$ cat src/rtl/tbrd_pkg.sv
package tbrd_pkg;

  // stream widths
  localparam int S_DATA_W = 104;
  localparam int M_DATA_W = 8;

  // input beat layout (s_tdata)
  localparam int SLOT_LO  = 0;
  localparam int DUR_LO   = 4;
  localparam int DELAY_LO = 36;
  localparam int REP_BIT  = 67;
  localparam int ELAP_LO  = 68;

  // commands (s_tuser)
  localparam logic [1:0] CMD_TICK   = 2'd0;
  localparam logic [1:0] CMD_CREATE = 2'd1;
  localparam logic [1:0] CMD_REMOVE = 2'd2;
  localparam logic [1:0] CMD_QUERY  = 2'd3;

  // result kinds (m_tuser)
  localparam logic [1:0] KIND_REPLY = 2'd0;
  localparam logic [1:0] KIND_FIRE  = 2'd1;
  localparam logic [1:0] KIND_DONE  = 2'd2;

  // reply status
  localparam logic [1:0] ST_OK        = 2'd0;
  localparam logic [1:0] ST_NEG_DUR   = 2'd1;
  localparam logic [1:0] ST_IN_USE    = 2'd2;
  localparam logic [1:0] ST_NOT_FOUND = 2'd3;

  localparam logic [15:0] DILATION_RESET = 16'd256;
  localparam logic signed [31:0] Q_MAX   = 32'sh7FFF_FFFF;

  typedef struct packed {
    logic               sub;
    logic signed [32:0] a;
    logic signed [32:0] b;
  } alu_req_t;

  typedef struct packed {
    logic signed [31:0] value;
    logic               pos;
  } alu_res_t;

  typedef struct packed {
    logic [30:0]        period;
    logic signed [31:0] tval;
    logic               rep;
  } slot_rec_t;

  typedef struct packed {
    logic [1:0] kind;
    logic [1:0] status;
    logic [3:0] slot;
    logic       present;
    logic       last;
  } result_t;

endpackage

$ cat src/rtl/timer_bank_with_repeat_and_delay_core.sv
// Timer bank: TIMER_SLOTS slots, each with a period, a repeat flag and a
// running time in signed Q16.16 seconds.
// Input stream (s_*): one beat is one command, selected by s_tuser
// (tick, create, remove, query). Create/remove/query give one reply beat;
// a tick gives one fire beat per firing, slots in ascending order, then a
// tick-finished beat with m_tlast set. Every command's last beat has tlast.
// Config: cfg_we writes the Q8.8 dilation factor (reset 1.0); write it only
// while the bank is idle.
// A command reply passes through the command state into the result register.
// A tick walks the slot store one slot at a time through the single
// add/subtract unit and the registered store read.
// One command is in flight at a time: s_tready is high only when idle.
// Stall: the result register holds its beat while m_tready is low and the
// walk waits on it; nothing is dropped.
// Reset: all slots inactive, dilation back to 1.0, output empty. The slot
// store itself is not cleared; a slot is only read while it is active.
module timer_bank_with_repeat_and_delay_core #(
  parameter int TIMER_SLOTS        = 16,
  parameter int MAX_FIRES_PER_TICK = 3
) (
  input  logic                          clk,
  input  logic                          rst,
  // config: dilation, unsigned Q8.8
  input  logic                          cfg_we,
  input  logic [15:0]                   cfg_wdata,
  // command stream
  input  logic                          s_tvalid,
  output logic                          s_tready,
  // [3:0] slot, [35:4] duration, [66:36] delay, [67] repeat_req,
  // [98:68] elapsed, [103:99] zero
  input  logic [tbrd_pkg::S_DATA_W-1:0] s_tdata,
  input  logic [1:0]                    s_tuser,   // [1:0] cmd
  // result stream
  output logic                          m_tvalid,
  input  logic                          m_tready,
  // [1:0] status, [5:2] fired_slot, [6] present, [7] zero
  output logic [tbrd_pkg::M_DATA_W-1:0] m_tdata,
  output logic [1:0]                    m_tuser,   // [1:0] kind
  output logic                          m_tlast    // last
);

  localparam int SLOT_W = $clog2(TIMER_SLOTS);

  logic [15:0]         dilation;
  tbrd_pkg::alu_req_t  alu_req;
  tbrd_pkg::alu_res_t  alu_res;
  logic                mem_we;
  logic [SLOT_W-1:0]   mem_waddr;
  logic [SLOT_W-1:0]   mem_raddr;
  tbrd_pkg::slot_rec_t mem_wdata;
  tbrd_pkg::slot_rec_t mem_rdata;

  // dilation register
  always_ff @(posedge clk) begin
    if (rst) begin
      dilation <= tbrd_pkg::DILATION_RESET;
    end else if (cfg_we) begin
      dilation <= cfg_wdata;
    end
  end

  tbrd_ctrl #(
    .TIMER_SLOTS        (TIMER_SLOTS),
    .MAX_FIRES_PER_TICK (MAX_FIRES_PER_TICK)
  ) u_ctrl (
    .clk       (clk),
    .rst       (rst),
    .s_tvalid  (s_tvalid),
    .s_tready  (s_tready),
    .s_tdata   (s_tdata),
    .s_tuser   (s_tuser),
    .m_tvalid  (m_tvalid),
    .m_tready  (m_tready),
    .m_tdata   (m_tdata),
    .m_tuser   (m_tuser),
    .m_tlast   (m_tlast),
    .dilation  (dilation),
    .alu_req   (alu_req),
    .alu_res   (alu_res),
    .mem_we    (mem_we),
    .mem_waddr (mem_waddr),
    .mem_wdata (mem_wdata),
    .mem_raddr (mem_raddr),
    .mem_rdata (mem_rdata)
  );

  // one add/subtract unit shared by delay negate, time advance and fire test
  tbrd_alu u_alu (
    .req (alu_req),
    .res (alu_res)
  );

  tbrd_mem #(
    .TIMER_SLOTS (TIMER_SLOTS)
  ) u_mem (
    .clk   (clk),
    .we    (mem_we),
    .waddr (mem_waddr),
    .wdata (mem_wdata),
    .raddr (mem_raddr),
    .rdata (mem_rdata)
  );

endmodule

$ cat src/rtl/tbrd_alu.sv
// Shared add/subtract unit: saturating add, plain subtract, sign test.
module tbrd_alu (
  input  tbrd_pkg::alu_req_t req,
  output tbrd_pkg::alu_res_t res
);

  localparam logic signed [33:0] SAT_HI = 34'sh0_7FFF_FFFF;

  logic signed [33:0] a_ext;
  logic signed [33:0] b_ext;
  logic signed [33:0] full;

  always_comb begin
    a_ext = {req.a[32], req.a};
    b_ext = {req.b[32], req.b};
    full  = req.sub ? (a_ext - b_ext) : (a_ext + b_ext);
    res.pos = !full[33] && (full != 34'sd0);
    if (!req.sub && (full > SAT_HI)) begin
      res.value = tbrd_pkg::Q_MAX;
    end else begin
      res.value = full[31:0];
    end
  end

endmodule

$ cat src/rtl/tbrd_mem.sv
// Per-slot period / time / repeat store, one write and one registered read.
module tbrd_mem #(
  parameter int TIMER_SLOTS = 16
) (
  input  logic                           clk,
  input  logic                           we,
  input  logic [$clog2(TIMER_SLOTS)-1:0] waddr,
  input  tbrd_pkg::slot_rec_t            wdata,
  input  logic [$clog2(TIMER_SLOTS)-1:0] raddr,
  output tbrd_pkg::slot_rec_t            rdata
);

  tbrd_pkg::slot_rec_t store [TIMER_SLOTS];

  always_ff @(posedge clk) begin
    if (we) begin
      store[waddr] <= wdata;
    end
    rdata <= store[raddr];
  end

endmodule

$ cat src/rtl/tbrd_ctrl.sv
// Sequencer: command decode, slot walk on ticks, active bits, result register.
module tbrd_ctrl #(
  parameter int TIMER_SLOTS        = 16,
  parameter int MAX_FIRES_PER_TICK = 3
) (
  input  logic                            clk,
  input  logic                            rst,
  input  logic                            s_tvalid,
  output logic                            s_tready,
  input  logic [tbrd_pkg::S_DATA_W-1:0]   s_tdata,
  input  logic [1:0]                      s_tuser,
  output logic                            m_tvalid,
  input  logic                            m_tready,
  output logic [tbrd_pkg::M_DATA_W-1:0]   m_tdata,
  output logic [1:0]                      m_tuser,
  output logic                            m_tlast,
  input  logic [15:0]                     dilation,
  output tbrd_pkg::alu_req_t              alu_req,
  input  tbrd_pkg::alu_res_t              alu_res,
  output logic                            mem_we,
  output logic [$clog2(TIMER_SLOTS)-1:0]  mem_waddr,
  output tbrd_pkg::slot_rec_t             mem_wdata,
  output logic [$clog2(TIMER_SLOTS)-1:0]  mem_raddr,
  input  tbrd_pkg::slot_rec_t             mem_rdata
);

  localparam int SLOT_W = $clog2(TIMER_SLOTS);
  localparam int FIRE_W = $clog2(MAX_FIRES_PER_TICK + 1);
  localparam logic [SLOT_W-1:0] LAST_IDX = SLOT_W'(TIMER_SLOTS - 1);
  localparam logic [FIRE_W-1:0] FIRE_CAP = FIRE_W'(MAX_FIRES_PER_TICK);

  localparam logic [2:0] S_IDLE  = 3'd0;
  localparam logic [2:0] S_CMD   = 3'd1;
  localparam logic [2:0] S_SCALE = 3'd2;
  localparam logic [2:0] S_RD    = 3'd3;
  localparam logic [2:0] S_ADD   = 3'd4;
  localparam logic [2:0] S_CMP   = 3'd5;
  localparam logic [2:0] S_DONE  = 3'd6;

  logic [2:0]             state;
  logic [TIMER_SLOTS-1:0] active;
  logic [SLOT_W-1:0]      idx;
  logic [FIRE_W-1:0]      fires;

  // captured command beat
  logic [1:0]         cmd;
  logic [3:0]         slot_q;
  logic signed [31:0] dur;
  logic [30:0]        delay;
  logic               rep;
  logic [46:0]        prod;
  logic [30:0]        dil;
  logic signed [31:0] t;

  tbrd_pkg::result_t  out_q;
  tbrd_pkg::result_t  emit_val;
  logic               emit;
  logic               out_free;

  logic [SLOT_W+3:0]  slot_ext;
  logic [SLOT_W+3:0]  idx_ext;
  logic [SLOT_W-1:0]  cmd_idx;
  logic               in_bank;
  logic               act;
  logic [1:0]         cmd_status;
  logic               cmd_set;
  logic               cmd_clr;
  logic               fire;
  logic               last_slot;

  assign s_tready  = (state == S_IDLE);
  assign out_free  = !m_tvalid || m_tready;
  assign m_tdata   = {1'b0, out_q.present, out_q.slot, out_q.status};
  assign m_tuser   = out_q.kind;
  assign m_tlast   = out_q.last;

  assign slot_ext  = {{SLOT_W{1'b0}}, slot_q};
  assign idx_ext   = {4'b0, idx};
  assign cmd_idx   = slot_ext[SLOT_W-1:0];
  assign in_bank   = slot_ext < (SLOT_W + 4)'(TIMER_SLOTS);
  assign act       = in_bank && active[cmd_idx];
  assign fire      = alu_res.pos && (fires != FIRE_CAP);
  assign last_slot = (idx == LAST_IDX);

  // command reply decode
  always_comb begin
    cmd_status = tbrd_pkg::ST_NOT_FOUND;
    cmd_set    = 1'b0;
    cmd_clr    = 1'b0;
    unique case (cmd)
      tbrd_pkg::CMD_CREATE: begin
        if (dur[31]) begin
          cmd_status = tbrd_pkg::ST_NEG_DUR;
        end else if (!in_bank) begin
          cmd_status = tbrd_pkg::ST_NOT_FOUND;
        end else if (act) begin
          cmd_status = tbrd_pkg::ST_IN_USE;
        end else begin
          cmd_status = tbrd_pkg::ST_OK;
          cmd_set    = 1'b1;
        end
      end
      tbrd_pkg::CMD_REMOVE: begin
        cmd_status = act ? tbrd_pkg::ST_OK : tbrd_pkg::ST_NOT_FOUND;
        cmd_clr    = act;
      end
      tbrd_pkg::CMD_QUERY: begin
        cmd_status = act ? tbrd_pkg::ST_OK : tbrd_pkg::ST_NOT_FOUND;
      end
      default: begin
        cmd_status = tbrd_pkg::ST_NOT_FOUND;
      end
    endcase
  end

  // operand select for the shared unit
  always_comb begin
    alu_req = '0;
    unique case (state)
      S_CMD: begin
        alu_req.sub = 1'b1;
        alu_req.b   = {2'b0, delay};
      end
      S_ADD: begin
        alu_req.a = {mem_rdata.tval[31], mem_rdata.tval};
        alu_req.b = {2'b0, dil};
      end
      S_CMP: begin
        alu_req.sub = 1'b1;
        alu_req.a   = {t[31], t};
        alu_req.b   = {2'b0, mem_rdata.period};
      end
      default: begin
        alu_req = '0;
      end
    endcase
  end

  // store write: create loads a slot, a walk writes back the leftover time
  always_comb begin
    mem_raddr = idx;
    if (state == S_CMD) begin
      mem_we    = out_free && cmd_set;
      mem_waddr = cmd_idx;
      mem_wdata = '{period: dur[30:0], tval: alu_res.value, rep: rep};
    end else begin
      mem_we    = (state == S_CMP) && !fire;
      mem_waddr = idx;
      mem_wdata = '{period: mem_rdata.period, tval: t, rep: mem_rdata.rep};
    end
  end

  // result to load into the output register
  always_comb begin
    emit     = 1'b0;
    emit_val = '{kind: tbrd_pkg::KIND_DONE, status: tbrd_pkg::ST_OK, slot: 4'd0,
                 present: 1'b0, last: 1'b1};
    unique case (state)
      S_CMD: begin
        emit     = out_free;
        emit_val = '{kind: tbrd_pkg::KIND_REPLY, status: cmd_status, slot: slot_q,
                     present: (cmd == tbrd_pkg::CMD_QUERY) && act, last: 1'b1};
      end
      S_CMP: begin
        emit     = out_free && fire;
        emit_val = '{kind: tbrd_pkg::KIND_FIRE, status: tbrd_pkg::ST_OK,
                     slot: idx_ext[3:0], present: 1'b0, last: 1'b0};
      end
      S_DONE: begin
        emit = out_free;
      end
      default: begin
        emit = 1'b0;
      end
    endcase
  end

  always_ff @(posedge clk) begin
    if (rst) begin
      m_tvalid <= 1'b0;
    end else if (emit) begin
      m_tvalid <= 1'b1;
    end else if (m_tready) begin
      m_tvalid <= 1'b0;
    end
    if (emit) begin
      out_q <= emit_val;
    end
  end

  // payload capture and walk datapath
  always_ff @(posedge clk) begin
    if (s_tvalid && s_tready) begin
      cmd    <= s_tuser;
      slot_q <= s_tdata[tbrd_pkg::SLOT_LO +: 4];
      dur    <= s_tdata[tbrd_pkg::DUR_LO +: 32];
      delay  <= s_tdata[tbrd_pkg::DELAY_LO +: 31];
      rep    <= s_tdata[tbrd_pkg::REP_BIT];
      prod   <= 47'(s_tdata[tbrd_pkg::ELAP_LO +: 31]) * 47'(dilation);
    end
    if (state == S_SCALE) begin
      dil <= (prod[46:39] != 8'd0) ? 31'h7FFF_FFFF : prod[38:8];
    end
    if (state == S_ADD) begin
      t <= alu_res.value;
    end else if ((state == S_CMP) && emit) begin
      t <= alu_res.value;
    end
  end

  // sequencer
  always_ff @(posedge clk) begin
    if (rst) begin
      state  <= S_IDLE;
      active <= '0;
      idx    <= '0;
      fires  <= '0;
    end else begin
      unique case (state)
        S_IDLE: begin
          if (s_tvalid) begin
            state <= (s_tuser == tbrd_pkg::CMD_TICK) ? S_SCALE : S_CMD;
          end
        end
        S_CMD: begin
          if (out_free) begin
            if (cmd_set) begin
              active[cmd_idx] <= 1'b1;
            end
            if (cmd_clr) begin
              active[cmd_idx] <= 1'b0;
            end
            state <= S_IDLE;
          end
        end
        S_SCALE: begin
          idx   <= '0;
          state <= S_RD;
        end
        S_RD: begin
          if (active[idx]) begin
            state <= S_ADD;
          end else if (last_slot) begin
            state <= S_DONE;
          end else begin
            idx <= idx + 1'b1;
          end
        end
        S_ADD: begin
          fires <= '0;
          state <= S_CMP;
        end
        S_CMP: begin
          if (!fire || (emit && !mem_rdata.rep)) begin
            // leftover written back, or one-shot freed: next slot
            if (fire) begin
              active[idx] <= 1'b0;
            end
            if (last_slot) begin
              state <= S_DONE;
            end else begin
              idx   <= idx + 1'b1;
              state <= S_RD;
            end
          end else if (emit) begin
            fires <= fires + 1'b1;
          end
        end
        S_DONE: begin
          if (out_free) begin
            state <= S_IDLE;
          end
        end
        default: begin
          state <= S_IDLE;
        end
      endcase
    end
  end

endmodule

$ cat config.mk
export PLATFORM = sky130hd
export DESIGN_NAME = timer_bank_with_repeat_and_delay_core
export DESIGN_NICKNAME = d
export VERILOG_FILES = /design/src/rtl/tbrd_pkg.sv /design/src/rtl/timer_bank_with_repeat_and_delay_core.sv /design/src/rtl/tbrd_alu.sv /design/src/rtl/tbrd_mem.sv /design/src/rtl/tbrd_ctrl.sv
export SDC_FILE = /design/constraint.sdc
export NUM_CORES = 2
export LEC_CHECK = 0
export ABC_AREA = 1
export CORE_MARGIN = 10
export CORE_UTILIZATION = 65
export CTS_BUF_LIST = sky130_fd_sc_hd__clkbuf_2
export CTS_CLUSTER_SIZE = 20
export DETAILED_ROUTE_END_ITERATION = 8
export DONT_BUFFER_PORTS = 1
export PLACE_DENSITY = 0.81
export SLEW_MARGIN = 0
export SYNTH_ARGS = -nofsm -noshare
export SYNTH_HDL_FRONTEND = slang
export SYNTH_SLANG_ARGS = --single-unit
$ cat constraint.sdc
create_clock -name clk -period 12.82 [get_ports clk]
set_input_delay 0.641 -clock clk [delete_from_list [all_inputs] [get_ports clk]]
set_output_delay 0.641 -clock clk [all_outputs]
set_load 0.03 [all_outputs]
### Word level (Yosys, flattened, before mapping)

Memories as Yosys holds them, arrays and structs flattened. A register that Yosys moved wholly into a read port is not among the register bits.
Index checks and enable logic that the tools add are counted.

| operators by class | value |
|---|---|
| $add $sub $neg | 4 |
| multipliers | 1 |
| divide/modulo/power cells | 0 |
| magnitude comparators | 6 |
| equality and inequality tests | 20 |
| shift-type cells | 0 |
| mux-type cells | 58 |
| bitwise gates (word level) | 5 |
| reduce and logical (&&, ||, !) cells | 36 |

Operators by type and width:

| cell | count |
|---|---|
| $mux W16 | 8 |
| $mux W32 | 3 |
| $pmux W31 S3 | 1 |
| $pmux W33 S2 | 1 |
| $mux W64 | 1 |
| $mul A31 B16 Y47 | 1 |
| $add A33 B32 Y34 | 1 |
| $gt A34 B32 Y1 const B | 1 |
| $mux W34 | 1 |
| $reduce_bool A34 Y1 | 1 |
| $sub A33 B32 Y34 | 1 |
| $and A16 B16 Y16 | 2 |
| $not A16 Y16 | 2 |
| $pmux W16 S2 | 1 |
| $pmux W10 S2 | 1 |
| $mux W3 | 6 |
| $pmux W3 S6 | 1 |
| $mux W4 | 4 |
| $or A16 B16 Y16 | 1 |
| $lt A4 B5 Y1 const B | 3 |
| $mux W1 | 15 |
| $mux W2 | 7 |
| $logic_and A1 B1 Y1 | 13 |
| $pmux W4 S3 | 1 |
| 26 further kinds | 53 |

| word-level totals | value |
|---|---|
| register bits | 232 |
| latch bits | 0 |
| bits in writable memories | 1,024 |
| ROM bits | 0 |
| bits of input ports | 127 |
| output and inout bits | 13 |
| word-level logic and storage cells | 150 |
| memories | 1 |

Memories:

| memory | words | width | read ports | clocked after memory_dff | wr ports | RTL line | source |
|---|---|---|---|---|---|---|---|
| u_mem.store | 16 | 64 | 1 | 1 | 1 | tbrd_mem.sv:13 | `tbrd_pkg::slot_rec_t store [TIMER_SLOTS];` |

### Depth between registers and ports, before layout

| logic depth | value |
|---|---|
| depth in word-level cells | 15 |
| gate-level depth with buffers | 41 |
| depth with buffers taken out | 41 |

### By module

Synthesis repeated with hierarchy kept, for this count alone.

| unflattened totals | value |
|---|---|
| cells, all modules | 8,474 |
| area, all modules | 76,293.2 µm² |

By module, submodules not included:

| module | instances | cells an instance | area an instance (µm²) | sequential area each (µm²) |
|---|---|---|---|---|
| tbrd_mem | 1 | 4,210 | 45,285.9 | 32,030.7 |
| tbrd_ctrl | 1 | 3,413 | 26,625.5 | 5,985.7 |
| tbrd_alu | 1 | 751 | 3,713.6 | 0.0 |
| timer_bank_with_repeat_and_delay_core | 1 | 100 | 668.1 | 320.3 |

### Worst setup path after synthesis

OpenSTA, ideal clock, no wires.

| timing | value |
|---|---|
| path type | reg2reg |
| start point | reg u_ctrl.state[1] |
| end point | mem u_mem.store[1][0] (netlist name), enable pin |
| setup time | 565 ps |
| arrival | 8,660 ps |
| data required time | 12,255 ps |
| path slack | 3,595 ps |
| stages on the path, launching flop included | 36 |
| buffers on the path | 0 |
| clock period less this slack | 9,225 ps |
| path through | dfxtp_1 > inv_2 > ha_1 > inv_1 > nand2_4 > inv_1 > nor2_1 > inv_1 > ha_1 > nand3_1 > nor2_1 > nand3_1 > nor2_1 > nand3_1 > nor2_1 > nand2_1 > o31ai_1 > xor2_1 > inv_1 > ha_1 > nand2_1 > nor2_1 > inv_1 > nor3_1 > and2_1 > nand2_1 > nand2_1 > nand2_1 > nand2_1 > xor2_1 > nand4_1 > nand2_1 > nand2_1 > nand2_1 > inv_1 > nor3_1 |

| between the ends | value |
|---|---|
| word-level cells in the longest chain between the ends | 12 |
| elaborated cells between the ends (all ways) | 20 |
| those cells by class | 2 x add/sub; 3 x eq/ne; 8 x mux; 7 x reduce/logical |

Ends and longest elaborated chain:

| what | RTL line | source |
|---|---|---|
| from (decl) | tbrd_ctrl.sv:40 | `logic [2:0] state;` |
| from (signal assigned) | tbrd_ctrl.sv:222 | `state <= (s_tuser == tbrd_pkg::CMD_TICK) ? S_SCALE : S_CMD;` |
| $eq A3 B3 Y1 (tied with other cells) | tbrd_ctrl.sv:119, tbrd_ctrl.sv:147 |  |
| $pmux W31 S3 (tied with other cells) | tbrd_ctrl.sv:119 | `unique case (state)` |
| $add A33 B32 Y34 (tied with other cells) | tbrd_alu.sv:16 | `full = req.sub ? (a_ext - b_ext) : (a_ext + b_ext);` |
| $mux W34 | tbrd_alu.sv:16 |  |
| $reduce_bool A34 Y1 / $logic_not A1 Y1 (equally long branches) | tbrd_alu.sv:17 | `res.pos = !full[33] && (full != 34'sd0);` |
| $logic_and A1 B1 Y1 | tbrd_alu.sv:17 |  |
| $logic_and A1 B1 Y1 | tbrd_ctrl.sv:82 | `assign fire = alu_res.pos && (fires != FIRE_CAP);` |
| $logic_not A1 Y1 | tbrd_ctrl.sv:147 | `mem_we = (state == S_CMP) && !fire;` |
| $logic_and A1 B1 Y1 | tbrd_ctrl.sv:147 |  |
| $mux W1 | tbrd_ctrl.sv:142 | `if (state == S_CMD) begin` |
| $mux W1 | tbrd_mem.sv:16 | `if (we) begin` |
| $mux W1 (not written as such) | tbrd_mem.sv:17 | `store[waddr] <= wdata;` |
| to (decl) | tbrd_mem.sv:13 |  |

Parallel ways exist; a longest one is shown, timed or not.

### Worst setup path after layout

| timing | value |
|---|---|
| start point | reg u_ctrl.state[1] |
| end point | mem u_mem.store[5][3] (netlist name), enable pin |

The elaborated chain is that of the path after synthesis.

==> flow_summary.yaml <==
synthesis:
  synth-edff-count: 1206
  synth.top_cell.area_share_pct: 51.6
  synth.most_common_cell: "nand2_1"
  netlist_instances: 6925
  yosysTopAreaCell: "edfxtp_1"
  netlist-cell-type-count: 52
  ys_ff_latch: 1312
  syn_nets: 7613
  ys.flop_type: "edfxtp_1"
  seq_area_frac_synth_pct: 54.6
  async_flop_share_pct: 0
  yosys-top-cells-area: "edfxtp_1 (52%), fa_1 (12%), nand2_1 (8.6%)"
  synthTopCellsByCount: "nand2_1 (1604), edfxtp_1 (1206), inv_1 (846), nor2_1 (756), o21ai_0 (658)"
  syn_avg_cell_area_um2: 10.1
  yosysWarnings: 0
  syn-cell-area_um2: 70200
layout:
  area_growth_pct: 8.39
  drive_gt1_share_pct: 8.77
  final_area_um2: 76100
  num-nets-final: 7836
  fillers: 7405
routing:
  vias: 53233
  drt_iter0_markers: 6346
  wl_per_cell_um: 22.2
  ant_nets: 0
  drt_pre_antenna_iters: 9
  viasPerCell: 6.05
  wl_um: 195000
  drc_errors: 0
critical_path:
  cp_slowest_cell: "buf_4"
  crit_fanout: 35
  critPathLaunchType: "flop"
  max_stage_delay_ns: 0.68
  critPathArrivalTime_ns: 9.43
  crit_required_ns: 13.91
  end_kind: "flop"
  criticalPathCategory: "flop to flop"
  cp_common_cell: "nand2_1"
power:
  comb_power_share_pct: 52.8
  pwr-share-clk_pct: 13.9
  p_sw_share_pct: 47.1
  leakagePower_uw: 0.0308
  p_switching_uw: 9350
  ir_drop_v: 0.000235
  p_seq_share_pct: 33.3
  powerDensity_nw_per_um2: 261
  p_int_uw: 10500
global_route:
  grt_max_degree: 257
  grt_overflow_total: 0
  track_usage_pct: 31.6
  grt_pass1_vias: 53435
  antenna_found_initial: 10
  grt_pass1_wl_um: 297000
floorplanning:
  die_height_um: 349
  die_x_um: 349
  start_util_pct: 65.5
  io_pins: 140
  rows: 120
  die_area_um2: 122000
  core_um2: 107000
placement:
  io_buffers: 0
  routabilityCongestion: 0.951
  placed_cell_area_um2: 71300
  dpl.hpwl_um: 113000
clock_network:
  cts_htree_levels: 5
  clk_path_buf_depth: 4
  clock_latency_ns: 1.63
  post_cts_buffers: 0
  cts.clk_slew.worst_paths_ns: 0.10
  cts_made_buffers: 326
  clock-root-buffer: "clkbuf_2"
  cts_tree: "done"
  cts_sinks: 1312
sta:
  worst_pin_slew_ns: 1.29
  hold_viol: 0
  fin_crit_ns: 8.34
  finalSetupViolCount: 0
  rsz0062_at_grt: "no"
  slew-limit-headroom_pct: 13.9
  fin_crit_sh_pct: 65.0
  maxSlewViolCount: 0
  fin_skew_ns: 0.249
  setup_tns_ns: 0
  max_clock_freq_ghz: 0.120
worst_hold_path:
  min_path_type: "primary input to flop"
run:
  drv_cap: 0
outcome:
  outcome: "complete, no violations"
-- critical path, delay by kind of cell (launching register included) --
family                   cells  cell delay [ns]
AND/OR/NAND/NOR             24             4.10
buffers and inverters        9             2.12
adder cells (fa/ha/maj)      2             0.52
flip-flops                   1             0.40
AO/OA/AOI/OAI                1             0.38
XOR/XNOR                     2             0.38
-- cells in the final DEF, fill, tap and decap left out, drive strengths merged, types with 151 or more instances in the layout --
cell / netlist / layout
o22ai: 263 / 263
nand2: 1613 / 1613
inv: 851 / 855
nor2: 761 / 761
ha: 157 / 157
fa: 404 / 404
a21oi: 151 / 151
dlygate4sd3: 0 / 195
o21ai: 660 / 660
edfxtp: 1206 / 1206
clkbuf: 335 / 502
-- state kept, by name, summed over array words and instances, names as in the netlist --
register	flops
u_ctrl.state	3
u_ctrl.m_tvalid	1
u_ctrl.mem_raddr	4
u_ctrl.cmd	2
dilation	16
u_ctrl.m_tuser	2
u_mem.rdata	64
u_ctrl.rep	1
u_ctrl.prod	39
u_ctrl.t	32
u_ctrl.active	16
u_ctrl.m_tlast	1
u_ctrl.dil	31
u_mem.store	1024
u_ctrl.delay	31
u_ctrl.fires	2
u_ctrl.dur	32
u_ctrl.cmd_idx	4
u_ctrl.m_tdata	7
-- path summary, 6_finish.rpt --
kind	startpoint	end	slack (ns)	cells past startpoint
worst max-delay path	u_ctrl.state[1]	u_mem.store[5][3]	4.48	38
worst min-delay path	s_tdata[9]	u_ctrl.dur[5]	0.16	2
worst max register to register	u_ctrl.state[1]	u_mem.store[5][3]	4.48	38
worst min register to register	u_ctrl.prod[23]	u_ctrl.dil[15]	0.43	2
-- power by group through the flow --
| stage | clock network (uW) | registers [uW] | logic (uW) |
|---|---|---|---|
| final | 2760 | 6610 | 10500 |
| after CTS | 2760 | 6600 | 10300 |
| after global routing | 3010 | 6630 | 11600 |
| after detailed placement | 0 | 6690 | 10200 |
| after global placement | 0 | 6680 | 9880 |
| after floorplan | 0 | 6480 | 7310 |
-- timing repair --
action                                 in CTS  in global routing
hold buffers                              195                  0
gates resized for setup                     0                  0
endpoints found under the hold margin     167                  0
-- per-layer routing --
layer / wire [um] / part of all wire [%] / GRT usage [%] / vias to the layer above
met2: 91300 / 47 / 50.5 / 3680
met1: 69300 / 36 / 39.6 / 25171
met4: 11200 / 5.7 / 17.6 / 10
met3: 23100 / 12 / 7.60 / 842
met5: 65 / 0.033 / 0 / -
li1: - / - / - / 23530
-- per-stage QoR --
step | setup slack, ns | total power (uW) | instances | hold WS (ns) | util, %
global placement | 4.74 | 16600 | 8028 | 0.467 | 66.5
CTS | 4.56 | 19600 | 8792 | 0.0323 | 71.0
floorplan | 3.60 | 13800 | 6925 | 0.452 | -
finish | 4.48 | 19900 | 8799 | 0.162 | 71.0
detailed placement | 4.53 | 16900 | 8028 | 0.472 | 66.5
global route | 3.79 | 21200 | 8797 | 0.0535 | 71.0
-- cell families (layout without fill, tap and decap cells) --
group	count (synthesis)	in the layout	synth area share, %
AND/OR/NAND/NOR	2613	2613	14.7
flip-flops	1312	1312	54.6
buffers and inverters	1231	1695	6.69
other	1	8	0.00534
adder cells (fa/ha/maj)	561	561	14.3
XOR/XNOR	75	75	0.935
AO/OA/AOI/OAI	1132	1132	8.76
-- cell type report --
class	count	area (um2)	area share, %
antenna	7	17.5	0.0230
clock buffer	502	2510	3.30
tap	1403	1760	2.31
sequential	1312	38300	50.4
timing repair buffer	271	2560	3.36
inverter	855	3230	4.24
clock inverter	67	358	0.470
multi-input combinational	4382	27300	35.9
Power figures use the tool's default switching activity.
